<file path="src/sv/cfq_pkg.sv">
package cfq_pkg;

    // Default sizes handed to the top level parameters.
    localparam int DEPTH_DEF      = 64;
    localparam int ELEM_WIDTH_DEF = 32;

    // Register port geometry.
    localparam int PADDR_W = 3;
    localparam int PDATA_W = 32;
    localparam int CAP_W   = 7;
    localparam logic [CAP_W-1:0] CAP_RESET = 7'd64;

    // Word index of the capacity register (paddr[2]).
    localparam logic [0:0] REG_CAP = 1'b0;

    // Operation codes.
    localparam int OP_W = 3;
    localparam logic [OP_W-1:0] OP_ENQ   = 3'd0;
    localparam logic [OP_W-1:0] OP_DEQ   = 3'd1;
    localparam logic [OP_W-1:0] OP_FRONT = 3'd2;
    localparam logic [OP_W-1:0] OP_REAR  = 3'd3;
    localparam logic [OP_W-1:0] OP_READ  = 3'd4;
    localparam logic [OP_W-1:0] OP_CLR   = 3'd5;

    // Status codes.
    localparam int ST_W = 2;
    localparam logic [ST_W-1:0] ST_OK    = 2'd0;
    localparam logic [ST_W-1:0] ST_EMPTY = 2'd1;
    localparam logic [ST_W-1:0] ST_FULL  = 2'd2;
    localparam logic [ST_W-1:0] ST_RANGE = 2'd3;

    // Result flags carried from the queue core to the output register.
    typedef struct packed {
        logic [ST_W-1:0] status;
        logic            full;
        logic            empty;
        logic            rd_ok;
    } t_s1_info;

endpackage

</file>
<file path="src/sv/cfq_regs.sv">
module cfq_regs (
    input  logic                         i_clk,
    input  logic                         i_rst_n,
    input  logic                         psel,
    input  logic                         penable,
    input  logic                         pwrite,
    input  logic [cfq_pkg::PADDR_W-1:0]  paddr,
    input  logic [cfq_pkg::PDATA_W-1:0]  pwdata,
    output logic [cfq_pkg::PDATA_W-1:0]  prdata,
    output logic                         pready,
    output logic [cfq_pkg::CAP_W-1:0]    o_cap,
    output logic                         o_cap_wr
);
    import cfq_pkg::*;

    logic [CAP_W-1:0]       r_cap;
    logic [PADDR_W-3:0]     word_idx;
    logic                   wr_strobe;

    assign word_idx  = paddr[PADDR_W-1:2];
    assign wr_strobe = psel && penable && pwrite;
    assign pready    = 1'b1;

    always_comb begin
        o_cap_wr = 1'b0;
        prdata   = '0;
        unique case (word_idx)
            REG_CAP: begin
                o_cap_wr = wr_strobe;
                prdata   = PDATA_W'(r_cap);
            end
            default: begin
                o_cap_wr = 1'b0;
                prdata   = '0;
            end
        endcase
    end

    always_ff @(posedge i_clk) begin
        if (!i_rst_n) begin
            r_cap <= CAP_RESET;
        end else if (o_cap_wr) begin
            r_cap <= pwdata[CAP_W-1:0];
        end
    end

    assign o_cap = r_cap;

endmodule

</file>
<file path="src/sv/cfq_core.sv">
module cfq_core #(
    parameter int DEPTH      = cfq_pkg::DEPTH_DEF,
    parameter int ELEM_WIDTH = cfq_pkg::ELEM_WIDTH_DEF
) (
    input  logic                         i_clk,
    input  logic                         i_rst_n,
    input  logic [cfq_pkg::CAP_W-1:0]    i_cap,
    input  logic                         i_cap_wr,
    input  logic                         i_valid,
    output logic                         o_stall,
    input  logic [cfq_pkg::OP_W-1:0]     i_operation,
    input  logic [ELEM_WIDTH-1:0]        i_data_in,
    input  logic [$clog2(DEPTH)-1:0]     i_position,
    output logic                         o_s1_valid,
    input  logic                         i_s1_stall,
    output cfq_pkg::t_s1_info            o_s1_info,
    output logic [$clog2(DEPTH+1)-1:0]   o_s1_count,
    output logic [$clog2(DEPTH+1)-1:0]   o_s1_free,
    output logic [ELEM_WIDTH-1:0]        o_s1_data
);
    import cfq_pkg::*;

    localparam int PTR_W = $clog2(DEPTH);
    localparam int CNT_W = $clog2(DEPTH + 1);
    localparam int SUM_W = PTR_W + 1;
    localparam int CMP_W = (CAP_W > CNT_W) ? CAP_W : CNT_W;

    logic [ELEM_WIDTH-1:0] mem [DEPTH];

    logic [PTR_W-1:0]      r_head, r_tail;
    logic                  r_full;
    logic [CNT_W-1:0]      r_count;
    logic                  r_s1_valid;
    t_s1_info              r_s1_info;
    logic [CNT_W-1:0]      r_s1_count, r_s1_free;
    logic [ELEM_WIDTH-1:0] r_rd_data;

    logic [PTR_W-1:0]      n_head, n_tail;
    logic                  n_full;
    logic [CNT_W-1:0]      n_count;

    logic [CMP_W-1:0]      cap_x;
    logic [CNT_W-1:0]      cap_use;
    logic [SUM_W-1:0]      cap_s, head_inc, tail_inc, pos_sum;
    logic [PTR_W-1:0]      head_nx, tail_nx, tail_prev, pos_slot;
    logic                  is_empty, no_room, pos_bad;
    logic                  acc, wr_en, rd_en;
    logic [PTR_W-1:0]      rd_addr;
    logic [ST_W-1:0]       status;

    // Capacity in use: zero acts as one, anything above DEPTH acts as DEPTH.
    always_comb begin
        cap_x = CMP_W'(i_cap);
        if (cap_x == '0) begin
            cap_use = CNT_W'(1);
        end else if (cap_x > CMP_W'(DEPTH)) begin
            cap_use = CNT_W'(DEPTH);
        end else begin
            cap_use = cap_x[CNT_W-1:0];
        end
    end

    // Pointer arithmetic; pointers always stay below the capacity in use.
    always_comb begin
        cap_s     = SUM_W'(cap_use);
        head_inc  = {1'b0, r_head} + SUM_W'(1);
        tail_inc  = {1'b0, r_tail} + SUM_W'(1);
        head_nx   = (head_inc >= cap_s) ? '0 : head_inc[PTR_W-1:0];
        tail_nx   = (tail_inc >= cap_s) ? '0 : tail_inc[PTR_W-1:0];
        tail_prev = (r_tail == '0) ? PTR_W'(cap_use - CNT_W'(1)) : r_tail - PTR_W'(1);
        pos_sum   = {1'b0, r_head} + SUM_W'(i_position);
        if (pos_sum >= cap_s) begin
            pos_sum = pos_sum - cap_s;
        end
        pos_slot  = pos_sum[PTR_W-1:0];
        is_empty  = (r_count == '0);
        no_room   = r_full || (r_count >= cap_use);
        pos_bad   = SUM_W'(i_position) >= SUM_W'(r_count);
    end

    always_comb begin
        n_head  = r_head;
        n_tail  = r_tail;
        n_full  = r_full;
        n_count = r_count;
        status  = ST_OK;
        wr_en   = 1'b0;
        rd_en   = 1'b0;
        rd_addr = r_head;
        unique case (i_operation)
            OP_ENQ: begin
                if (no_room) begin
                    status = ST_FULL;
                end else begin
                    wr_en   = 1'b1;
                    n_tail  = tail_nx;
                    n_count = r_count + CNT_W'(1);
                    n_full  = (n_count == cap_use);
                end
            end
            OP_DEQ: begin
                if (is_empty) begin
                    status = ST_EMPTY;
                end else begin
                    rd_en   = 1'b1;
                    n_head  = head_nx;
                    n_count = r_count - CNT_W'(1);
                    n_full  = 1'b0;
                end
            end
            OP_FRONT: begin
                if (is_empty) begin
                    status = ST_EMPTY;
                end else begin
                    rd_en = 1'b1;
                end
            end
            OP_REAR: begin
                if (is_empty) begin
                    status = ST_EMPTY;
                end else begin
                    rd_en   = 1'b1;
                    rd_addr = tail_prev;
                end
            end
            OP_READ: begin
                if (pos_bad) begin
                    status = ST_RANGE;
                end else begin
                    rd_en   = 1'b1;
                    rd_addr = pos_slot;
                end
            end
            OP_CLR: begin
                n_head  = '0;
                n_tail  = '0;
                n_full  = 1'b0;
                n_count = '0;
            end
            default: begin
                status = ST_OK;
            end
        endcase
    end

    assign o_stall = r_s1_valid && i_s1_stall;
    assign acc     = i_valid && !o_stall;

    always_ff @(posedge i_clk) begin
        if (!i_rst_n) begin
            r_head  <= '0;
            r_tail  <= '0;
            r_full  <= 1'b0;
            r_count <= '0;
        end else if (i_cap_wr) begin
            r_head  <= '0;
            r_tail  <= '0;
            r_full  <= 1'b0;
            r_count <= '0;
        end else if (acc) begin
            r_head  <= n_head;
            r_tail  <= n_tail;
            r_full  <= n_full;
            r_count <= n_count;
        end
    end

    always_ff @(posedge i_clk) begin
        if (!i_rst_n) begin
            r_s1_valid <= 1'b0;
        end else if (acc) begin
            r_s1_valid <= 1'b1;
        end else if (!i_s1_stall) begin
            r_s1_valid <= 1'b0;
        end
    end

    always_ff @(posedge i_clk) begin
        if (acc) begin
            r_s1_info.status <= status;
            r_s1_info.full   <= (n_count == cap_use);
            r_s1_info.empty  <= (n_count == '0);
            r_s1_info.rd_ok  <= rd_en;
            r_s1_count       <= n_count;
            r_s1_free        <= cap_use - n_count;
        end
    end

    // Ring storage: one write port at the tail, one registered read port.
    always_ff @(posedge i_clk) begin
        if (acc && wr_en) begin
            mem[r_tail] <= i_data_in;
        end
        if (acc && rd_en) begin
            r_rd_data <= mem[rd_addr];
        end
    end

    assign o_s1_valid = r_s1_valid;
    assign o_s1_info  = r_s1_info;
    assign o_s1_count = r_s1_count;
    assign o_s1_free  = r_s1_free;
    assign o_s1_data  = r_rd_data;

endmodule

</file>
<file path="src/sv/cfq_out.sv">
module cfq_out #(
    parameter int DEPTH      = cfq_pkg::DEPTH_DEF,
    parameter int ELEM_WIDTH = cfq_pkg::ELEM_WIDTH_DEF
) (
    input  logic                         i_clk,
    input  logic                         i_rst_n,
    input  logic                         i_s1_valid,
    output logic                         o_s1_stall,
    input  cfq_pkg::t_s1_info            i_s1_info,
    input  logic [$clog2(DEPTH+1)-1:0]   i_s1_count,
    input  logic [$clog2(DEPTH+1)-1:0]   i_s1_free,
    input  logic [ELEM_WIDTH-1:0]        i_s1_data,
    output logic                         o_valid,
    input  logic                         i_stall,
    output logic [cfq_pkg::ST_W-1:0]     o_status,
    output logic [ELEM_WIDTH-1:0]        o_data_out,
    output logic [$clog2(DEPTH+1)-1:0]   o_count,
    output logic [$clog2(DEPTH+1)-1:0]   o_free_space,
    output logic                         o_is_full_flag,
    output logic                         o_is_empty_flag
);
    import cfq_pkg::*;

    localparam int CNT_W = $clog2(DEPTH + 1);

    logic                  r_valid;
    logic [ST_W-1:0]       r_status;
    logic [ELEM_WIDTH-1:0] r_data;
    logic [CNT_W-1:0]      r_count, r_free;
    logic                  r_full, r_empty;
    logic                  take;

    assign take       = !r_valid || !i_stall;
    assign o_s1_stall = !take;

    always_ff @(posedge i_clk) begin
        if (!i_rst_n) begin
            r_valid <= 1'b0;
        end else if (take) begin
            r_valid <= i_s1_valid;
        end
    end

    always_ff @(posedge i_clk) begin
        if (take && i_s1_valid) begin
            r_status <= i_s1_info.status;
            r_data   <= i_s1_info.rd_ok ? i_s1_data : '0;
            r_count  <= i_s1_count;
            r_free   <= i_s1_free;
            r_full   <= i_s1_info.full;
            r_empty  <= i_s1_info.empty;
        end
    end

    assign o_valid         = r_valid;
    assign o_status        = r_status;
    assign o_data_out      = r_data;
    assign o_count         = r_count;
    assign o_free_space    = r_free;
    assign o_is_full_flag  = r_full;
    assign o_is_empty_flag = r_empty;

endmodule

</file>
<file path="src/sv/circular_fifo_queue_unit.sv">
// Circular FIFO queue with a programmable ring size.
//
// Request channel: i_valid / o_stall carry one word per operation (operation,
// data_in, position). Result channel: o_valid / i_stall return exactly one
// word per request with status, data, count, free space and full/empty flags
// as they stand after the operation. Results come back in request order.
//
// Throughput is one word per cycle while the receiver does not hold i_stall.
// The queue state updates and the ring storage is read at the edge that
// accepts the request; the registered read data then moves into the output
// register together with the status and flags, and o_valid rises with it.
//
// When the receiver holds i_stall, the output word holds and the word behind
// it waits in the core stage; o_stall rises only once both stages are full.
//
// Reset empties the queue and sets the capacity register to 64. Writing the
// capacity register over the APB port also empties the queue; write it only
// while no request is in flight. Ring slots hold no reset value.
module circular_fifo_queue_unit #(
    parameter int DEPTH      = cfq_pkg::DEPTH_DEF,
    parameter int ELEM_WIDTH = cfq_pkg::ELEM_WIDTH_DEF
) (
    input  logic                         i_clk,
    input  logic                         i_rst_n,
    // Register port
    input  logic                         psel,
    input  logic                         penable,
    input  logic                         pwrite,
    input  logic [cfq_pkg::PADDR_W-1:0]  paddr,
    input  logic [cfq_pkg::PDATA_W-1:0]  pwdata,
    output logic [cfq_pkg::PDATA_W-1:0]  prdata,
    output logic                         pready,
    // Request channel
    input  logic                         i_valid,
    output logic                         o_stall,
    input  logic [cfq_pkg::OP_W-1:0]     i_operation,
    input  logic [ELEM_WIDTH-1:0]        i_data_in,
    input  logic [$clog2(DEPTH)-1:0]     i_position,
    // Result channel
    output logic                         o_valid,
    input  logic                         i_stall,
    output logic [cfq_pkg::ST_W-1:0]     o_status,
    output logic [ELEM_WIDTH-1:0]        o_data_out,
    output logic [$clog2(DEPTH+1)-1:0]   o_count,
    output logic [$clog2(DEPTH+1)-1:0]   o_free_space,
    output logic                         o_is_full_flag,
    output logic                         o_is_empty_flag
);
    import cfq_pkg::*;

    localparam int CNT_W = $clog2(DEPTH + 1);

    logic [CAP_W-1:0] cap;
    logic             cap_wr;
    logic             s1_valid, s1_stall;
    t_s1_info         s1_info;
    logic [CNT_W-1:0] s1_count, s1_free;
    logic [ELEM_WIDTH-1:0] s1_data;

    cfq_regs u_regs (
        .i_clk    (i_clk),
        .i_rst_n  (i_rst_n),
        .psel     (psel),
        .penable  (penable),
        .pwrite   (pwrite),
        .paddr    (paddr),
        .pwdata   (pwdata),
        .prdata   (prdata),
        .pready   (pready),
        .o_cap    (cap),
        .o_cap_wr (cap_wr)
    );

    // Queue state, ring storage and the first result stage.
    cfq_core #(
        .DEPTH      (DEPTH),
        .ELEM_WIDTH (ELEM_WIDTH)
    ) u_core (
        .i_clk       (i_clk),
        .i_rst_n     (i_rst_n),
        .i_cap       (cap),
        .i_cap_wr    (cap_wr),
        .i_valid     (i_valid),
        .o_stall     (o_stall),
        .i_operation (i_operation),
        .i_data_in   (i_data_in),
        .i_position  (i_position),
        .o_s1_valid  (s1_valid),
        .i_s1_stall  (s1_stall),
        .o_s1_info   (s1_info),
        .o_s1_count  (s1_count),
        .o_s1_free   (s1_free),
        .o_s1_data   (s1_data)
    );

    // Output register facing the receiver.
    cfq_out #(
        .DEPTH      (DEPTH),
        .ELEM_WIDTH (ELEM_WIDTH)
    ) u_out (
        .i_clk           (i_clk),
        .i_rst_n         (i_rst_n),
        .i_s1_valid      (s1_valid),
        .o_s1_stall      (s1_stall),
        .i_s1_info       (s1_info),
        .i_s1_count      (s1_count),
        .i_s1_free       (s1_free),
        .i_s1_data       (s1_data),
        .o_valid         (o_valid),
        .i_stall         (i_stall),
        .o_status        (o_status),
        .o_data_out      (o_data_out),
        .o_count         (o_count),
        .o_free_space    (o_free_space),
        .o_is_full_flag  (o_is_full_flag),
        .o_is_empty_flag (o_is_empty_flag)
    );

endmodule

</file>
<file path="config.mk">
export PLATFORM = sky130hd
export DESIGN_NAME = circular_fifo_queue_unit
export DESIGN_NICKNAME = d
export VERILOG_FILES = /design/src/sv/cfq_pkg.sv /design/src/sv/cfq_regs.sv /design/src/sv/cfq_core.sv /design/src/sv/cfq_out.sv /design/src/sv/circular_fifo_queue_unit.sv
export SDC_FILE = /design/constraint.sdc
export NUM_CORES = 2
export LEC_CHECK = 0
export BUFFER_PORTS_ARGS = -buffer_cell sky130_fd_sc_hd__buf_2
export CELL_PAD_IN_SITES_DETAIL_PLACEMENT = 0
export CELL_PAD_IN_SITES_GLOBAL_PLACEMENT = 1
export CORE_AREA = 4 4 597 421
export CTS_CLUSTER_SIZE = 40
export DETAILED_ROUTE_END_ITERATION = 10
export DIE_AREA = 0 0 601 425
export GPL_ROUTABILITY_DRIVEN = 0
export PLACE_DENSITY = 0.5
export SETUP_SLACK_MARGIN = 0.5
export SYNTH_ARGS = -nofsm -noshare
export SYNTH_HDL_FRONTEND = slang
export SYNTH_SLANG_ARGS = --single-unit
</file>
<file path="constraint.sdc">
create_clock -name i_clk -period 7.8 [get_ports i_clk]
set_input_delay 1.17 -clock i_clk [delete_from_list [all_inputs] [get_ports i_clk]]
set_output_delay 1.17 -clock i_clk [all_outputs]
set_load 0.05 [all_outputs]
</file>
Yosys cells after proc, flatten, opt, wreduce, memory -nomap -nowiden
Memory sizes are Yosys's and may differ from the RTL's. A register that Yosys moved wholly into a read port is not among the register bits.
Index checks and enable logic that the tools add are counted.
{"block": "classes", "add_sub_neg": 9, "multipliers": 0, "n_div": 0, "order_cmp": 6, "eq_ne": 9, "shifts": 0, "muxes": 34, "bitwise": 1, "n_reduce_logical": 27}
{"operator": "$mux 6", "count": 8}
{"operator": "$pmux 6 s2", "count": 3}
{"operator": "$mux 7", "count": 5}
{"operator": "$ge 7x7->1", "count": 4}
{"operator": "$logic_not 7->1", "count": 3}
{"operator": "$pmux 7 s3", "count": 1}
{"operator": "$add 6x1->7 const B", "count": 2}
{"operator": "$eq 7x7->1", "count": 2}
{"operator": "$mux 1", "count": 12}
{"operator": "$sub 6x1->6 const B", "count": 2}
{"operator": "$add 6x6->7", "count": 1}
{"operator": "$add 7x1->7 const B", "count": 1}
{"operator": "$ge 6x7->1", "count": 1}
{"operator": "$gt 7x7->1 const B", "count": 1}
{"operator": "$logic_and 1x1->1", "count": 7}
{"operator": "$sub 7x1->7 const B", "count": 1}
{"operator": "$sub 7x7->7", "count": 1}
{"operator": "$eq 3x2->1 const B", "count": 2}
{"operator": "$eq 3x3->1 const B", "count": 2}
{"operator": "$logic_not 6->1", "count": 1}
{"operator": "$pmux 2 s3", "count": 1}
{"operator": "$reduce_and 3->1", "count": 2}
{"operator": "$reduce_bool 2->1", "count": 3}
{"operator": "$sub 6x6->6", "count": 1}
{"operator": "other kinds (13)", "count": 19}
{"block": "totals", "regBits": 98, "latchBits": 0, "ramBits": 2048, "rom_bits": 0, "n_memories": 1}
{"memory": "u_core.mem", "depth": 64, "word_bits": 32, "rd": 1, "rd_ports_with_merged_regs": 1, "wr": 1, "line_no": "cfq_core.sv:28", "text": "logic [ELEM_WIDTH-1:0] mem [DEPTH];"}

Longest topological paths before layout
{"block": "depth", "word_depth": 10, "mapped_depth": 24, "depth_no_buf": 20}

Modules after synthesis
Synthesis repeated with hierarchy kept, for this count alone.
{"block": "hier_totals", "hier_cells": 6479, "hier_area_um2": 90111.4}
{"module": "cfq_core", "n_inst": 1, "cells_each": 6324, "area_each_um2": 87757.9, "seq_area_each_um2": 63450.9}
{"module": "cfq_out", "n_inst": 1, "cells_each": 89, "area_each_um2": 1796.7, "seq_area_each_um2": 1521.5}
{"module": "cfq_regs", "n_inst": 1, "cells_each": 66, "area_each_um2": 556.8, "seq_area_each_um2": 140.1}

Worst setup path before layout
Ideal clock, no wire load.
{"block": "synth_timing", "path_kind": "input to register", "startpoint": "input i_position[0]", "endpoint": "register u_core.r_rd_data[22], in the netlist u_core.o_s1_data[22] (read register of u_core.mem), data pin", "arrival_ps": 5391, "path_slack_ps": 2143, "stages": 18, "cell_sequence": "ha_1 inv_1 fa_1 nor2b_1 o21a_1 nor2_1 xnor2_1 ha_1 a21oi_1 o21ai_0 a21o_1 a211oi_1 nor3_4 buf_2 mux4_1 mux4_2 a22o_1 or3_1"}
{"block": "synth_via", "elab_chain_len": 5}
{"item": "start, declared", "line_no": "circular_fifo_queue_unit.sv:38", "text": "input logic [$clog2(DEPTH)-1:0] i_position,"}
{"item": "$add 6x6->7", "line_no": "cfq_core.sv:71", "text": "pos_sum = {1'b0, r_head} + SUM_W'(i_position);"}
{"item": "$sub 6x6->6 / $ge 7x7->1 (equally long branches)", "line_no": "cfq_core.sv:73, cfq_core.sv:72"}
{"item": "$mux 6", "line_no": "cfq_core.sv:72", "text": "if (pos_sum >= cap_s) begin"}
{"item": "$mux 6", "line_no": "cfq_core.sv:127", "text": "if (pos_bad) begin"}
{"item": "$pmux 6 s2", "line_no": "cfq_core.sv:90", "text": "unique case (i_operation)"}
{"item": "end, declared", "line_no": "cfq_core.sv:36", "text": "logic [ELEM_WIDTH-1:0] r_rd_data;"}
Parallel ways exist; a longest one is shown, timed or not.
A chain may end at the register's enable or synchronous reset.

Final worst setup path
{"block": "layout_timing", "startpoint": "register u_regs.r_cap[6], in the netlist u_regs.o_cap[6]", "endpoint": "memory u_core.mem[37][18] in the netlist's numbering (enable)"}
{"block": "layout_via", "elab_chain_len": 10}
{"item": "start, declared", "line_no": "cfq_regs.sv:16", "text": "logic [CAP_W-1:0] r_cap;"}
{"item": "start signal, assigned", "line_no": "cfq_regs.sv:43", "text": "r_cap <= pwdata[CAP_W-1:0];"}
{"item": "$gt 7x7->1", "line_no": "cfq_core.sv:56", "text": "end else if (cap_x > CMP_W'(DEPTH)) begin"}
{"item": "$mux 7", "line_no": "cfq_core.sv:56"}
{"item": "$mux 7 (*)", "line_no": "cfq_core.sv:54", "text": "if (cap_x == '0) begin"}
{"item": "$ge 7x7->1 (*)", "line_no": "cfq_core.sv:77", "text": "no_room = r_full || (r_count >= cap_use);"}
{"item": "$logic_or 1x1->1 (*)", "line_no": "cfq_core.sv:77"}
{"item": "$mux 1 (*)", "line_no": "cfq_core.sv:92", "text": "if (no_room) begin"}
{"item": "$mux 1 (*)", "line_no": "cfq_core.sv:90"}
{"item": "$logic_and 1x1->1 (*)", "line_no": "cfq_core.sv:191", "text": "if (acc && wr_en) begin"}
{"item": "$mux 1 (*)", "line_no": "cfq_core.sv:191"}
{"item": "$mux 1 (not written as such) (*)", "line_no": "cfq_core.sv:192", "text": "mem[r_tail] <= i_data_in;"}
{"item": "end, declared", "line_no": "cfq_core.sv:28"}
Mark *: on every way between the ends. The rest lies on a longest branch, timed or not.

==> key figures <==
Outcome
  – Run status: finished, final reports clean

Final layout
  – Layout cells sized above 1: 25.2%
  – Multi-input gate area: 0.0195 mm^2
  – Area Growth Syn to Fin: 14.7%
  – Fin util: 40.1%
  – Seq. cell area: 0.0651 mm^2
  – Finished Layout Cells: 7888
  – Final layout net count: 4624
  – Filler instances: 21855

Clock network
  – CTS tree: done
  – Clock root buffer: clkbuf_16
  – Post-CTS Setup Repair Bufs: 0
  – CTS Hold Bufs: 0
  – Num CTS Buffers: 221
  – Clock buffer depth: 4
  – Clock latency on the worst-skew pair: 0.88 ns
  – H-tree levels: 4
  – Post-CTS Resized: 0
  – Clock sink count: 2178
  – Clock transition at path regs: 0.06 ns

GRT
  – Initial antenna violation count: 15
  – Number of global-route vias before repair: 43044
  – Aggregate global-route resource usage: 19.1%
  – First-pass GRT wire length: 345 mm
  – GRT overflow: 0
  – Largest net degree at the start of global routing: 65

Power
  – P_leak: 31.3 nW
  – Final Power: 24.9 mW
  – Max VDD drop: 0.190 mV
  – Cell Pwr Density: 253 mW/mm^2

Timing
  – Slew HR: 17.8%
  – Final Cycle Share: 77.9%
  – Fin. Hold Viols: 0
  – Final setup violation count: 0
  – RSZ-0062 raised after global routing: false
  – Fin worst setup slack: 1.72 ns
  – Fmax: 165 MHz
  – Final Skew: 0.0483 ns
  – Slew at the pin with the worst max-slew slack: 1.23 ns
  – Max Slew Vio Count: 0
  – Final setup TNS: 0 ns
  – Minimum clock period: 6.08 ns

Setup path
  – Req. time, crit path: 8.31 ns
  – Critical path launch point type: flop
  – Worst Setup End Kind: flop
  – Crit path arrival time: 6.59 ns
  – Crit Path Max Fanout: 14
  – CP Class: reg -> reg

Yosys
  – Yosys reg bits: 2178
  – Ranking of synthesized cells by area: edfxtp_1 (75%), mux4_2 (12%), mux2i_1 (1.2%)
  – Top cell type's share of synthesized area: 75.4%
  – Most used DFF post-synth: edfxtp_1
  – Synthesized area per cell: 20.6 um^2
  – Fraction of registers with async set/reset: 0%
  – Post-Syn Area: 0.0856 mm^2
  – Yosys top cell by area: edfxtp_1
  – Post-synth EDFFs: 2149
  – Register area share after synthesis: 76.1%
  – Synth cell types: 84
  – Post-synth top cells: edfxtp_1 (2149), mux4_2 (447), nand2_1 (230)
  – Yosys warns: 0
  – Top-count cell post-synth: edfxtp_1
  – Cells after Synth: 4150

Floorplan
  – Ports: 168
  – Die Area: 0.255 mm^2
  – Core region area: 0.245 mm^2
  – Effective utilization at floorplan: 34.9%
  – Die H: 425 um
  – Die W: 601 um
  – Core Rows: 152

Detailed routing
  – Remaining antenna violation count after routing: 0
  – Residual DRC: 0
  – Number of DRC markers in iteration 0: 4584
  – Vias: 42680
  – WL per Instance: 31.4 um
  – 1st-pass router iterations: 5
  – Vias per cell: 5.41
  – Total Wirelength: 248 mm

Placed design
  – I/O Buffers: 114
  – Post-DP HPWL: 146 mm
  – Pre-CTS setup slack: 0.945 ns
  – Placed Cells: 7497

Hold path
  – Hold Crit Class: reg -> reg

Flow run
  – Max Cap Violations: 0
-- sequential cells by signal (all words and copies together) (netlist names), 2 cells and up --
| name | flops |
|---|---|
| u_core.o_s1_info | 5 |
| u_core.r_tail | 6 |
| u_core.o_s1_data | 32 |
| u_core.r_head | 6 |
| u_core.mem | 2048 |
| u_out.o_data_out | 32 |
| u_regs.o_cap | 7 |
| u_out.o_count | 7 |
| u_core.o_s1_free | 7 |
| u_core.r_count | 7 |
| u_out.o_status | 2 |
| u_out.o_free_space | 7 |
| u_core.o_s1_count | 7 |
-- metrics by stage --
stage | cell area, um^2 | hold WS [ns]
floorplan | 85700 | 0.400
finish | 98100 | 0.416
global route | 98100 | 0.421
global placement | 91500 | 0.403
detailed placement | 91500 | 0.405
CTS | 98100 | 0.416
-- cell families after synthesis --
kind of cell | Yosys count | share of synthesized area, %
xor gates and xnor gates | 33 | 0.338
DFF | 2178 | 76.1
other | 2 | 0.00878
muxes | 580 | 13.9
AOI/OAI and AO/OA | 418 | 3.71
buffers and inverters | 288 | 1.93
and+or+nand+nor | 596 | 3.25
adders and majority gates | 55 | 0.830
-- worst paths after layout --
check,startpoint,to,slack (ns),cells past startpoint
min,u_core.o_s1_free[1]$_DFFE_PP_,u_out.o_free_space[1]$_DFFE_PP_,0.42,0
max,u_regs.o_cap[6]$_SDFFE_PN1P_,u_core.mem[37][18]$_DFFE_PP_,1.72,15
min reg2reg,u_core.o_s1_free[1]$_DFFE_PP_,u_out.o_free_space[1]$_DFFE_PP_,0.42,0
max reg2reg,u_regs.o_cap[6]$_SDFFE_PN1P_,u_core.mem[37][18]$_DFFE_PP_,1.72,15
-- cell usage in the layout, fill, tap and decap left out, types with 52 or more instances in the layout --
| master | n |
|---|---|
| edfxtp_1 | 2149 |
| mux4_2 | 447 |
| o22ai_1 | 54 |
| ha_1 | 52 |
| a21oi_1 | 52 |
| nand2_1 | 230 |
| buf_4 | 191 |
| nor2_4 | 68 |
| buf_2 | 114 |
| clkinv_1 | 52 |
| nor2_1 | 79 |
| clkbuf_16 | 225 |
| mux2i_1 | 105 |
| clkbuf_1 | 55 |
| a22oi_1 | 61 |
-- cell type report --
type | count | area share (%)
Inverter | 40 | 0.153
Clock inverter | 101 | 0.822
Antenna cell | 9 | 0.0229
Multi-Input combinational cell | 1708 | 19.9
Tap cell | 3234 | 4.12
Timing Repair Buffer | 337 | 2.70
Clock buffer | 281 | 5.96
Sequential cell | 2178 | 66.4
-- layer usage --
layer	GRT usage, %	up-vias	share of wire (%)	wire length (um)
met5	0	-	0.0085	21
met4	4.51	4	2.1	5210
met3	3.44	293	6.3	15700
met2	27.5	1330	43	107000
met1	29.9	23124	49	120000
li1	-	17929	-	-
-- power by group --
part / switching (mW) / total, mW / internal [mW]
logic: 1.10 / 1.76 / 0.664
registers: 0.0383 / 13.0 / 12.9
clock network: 4.45 / 10.1 / 5.68
total: 5.59 / 24.9 / 19.3
-- critical path, cell delays in order (launching register included) --
cell	delay (ns)
dfxtp_1	0.48
or4_4	0.60
o32ai_2	0.20
buf_4	0.26
ha_1	0.28
nand2b_1	0.15
a21o_1	0.17
a21o_1	0.17
a21o_1	0.19
a2111oi_0	0.41
buf_4	0.21
nand2_1	0.15
nor3_1	0.44
nand2_1	0.66
nor2_4	0.90
buf_4	0.43
Note: power is estimated with default switching activity, not from simulation.
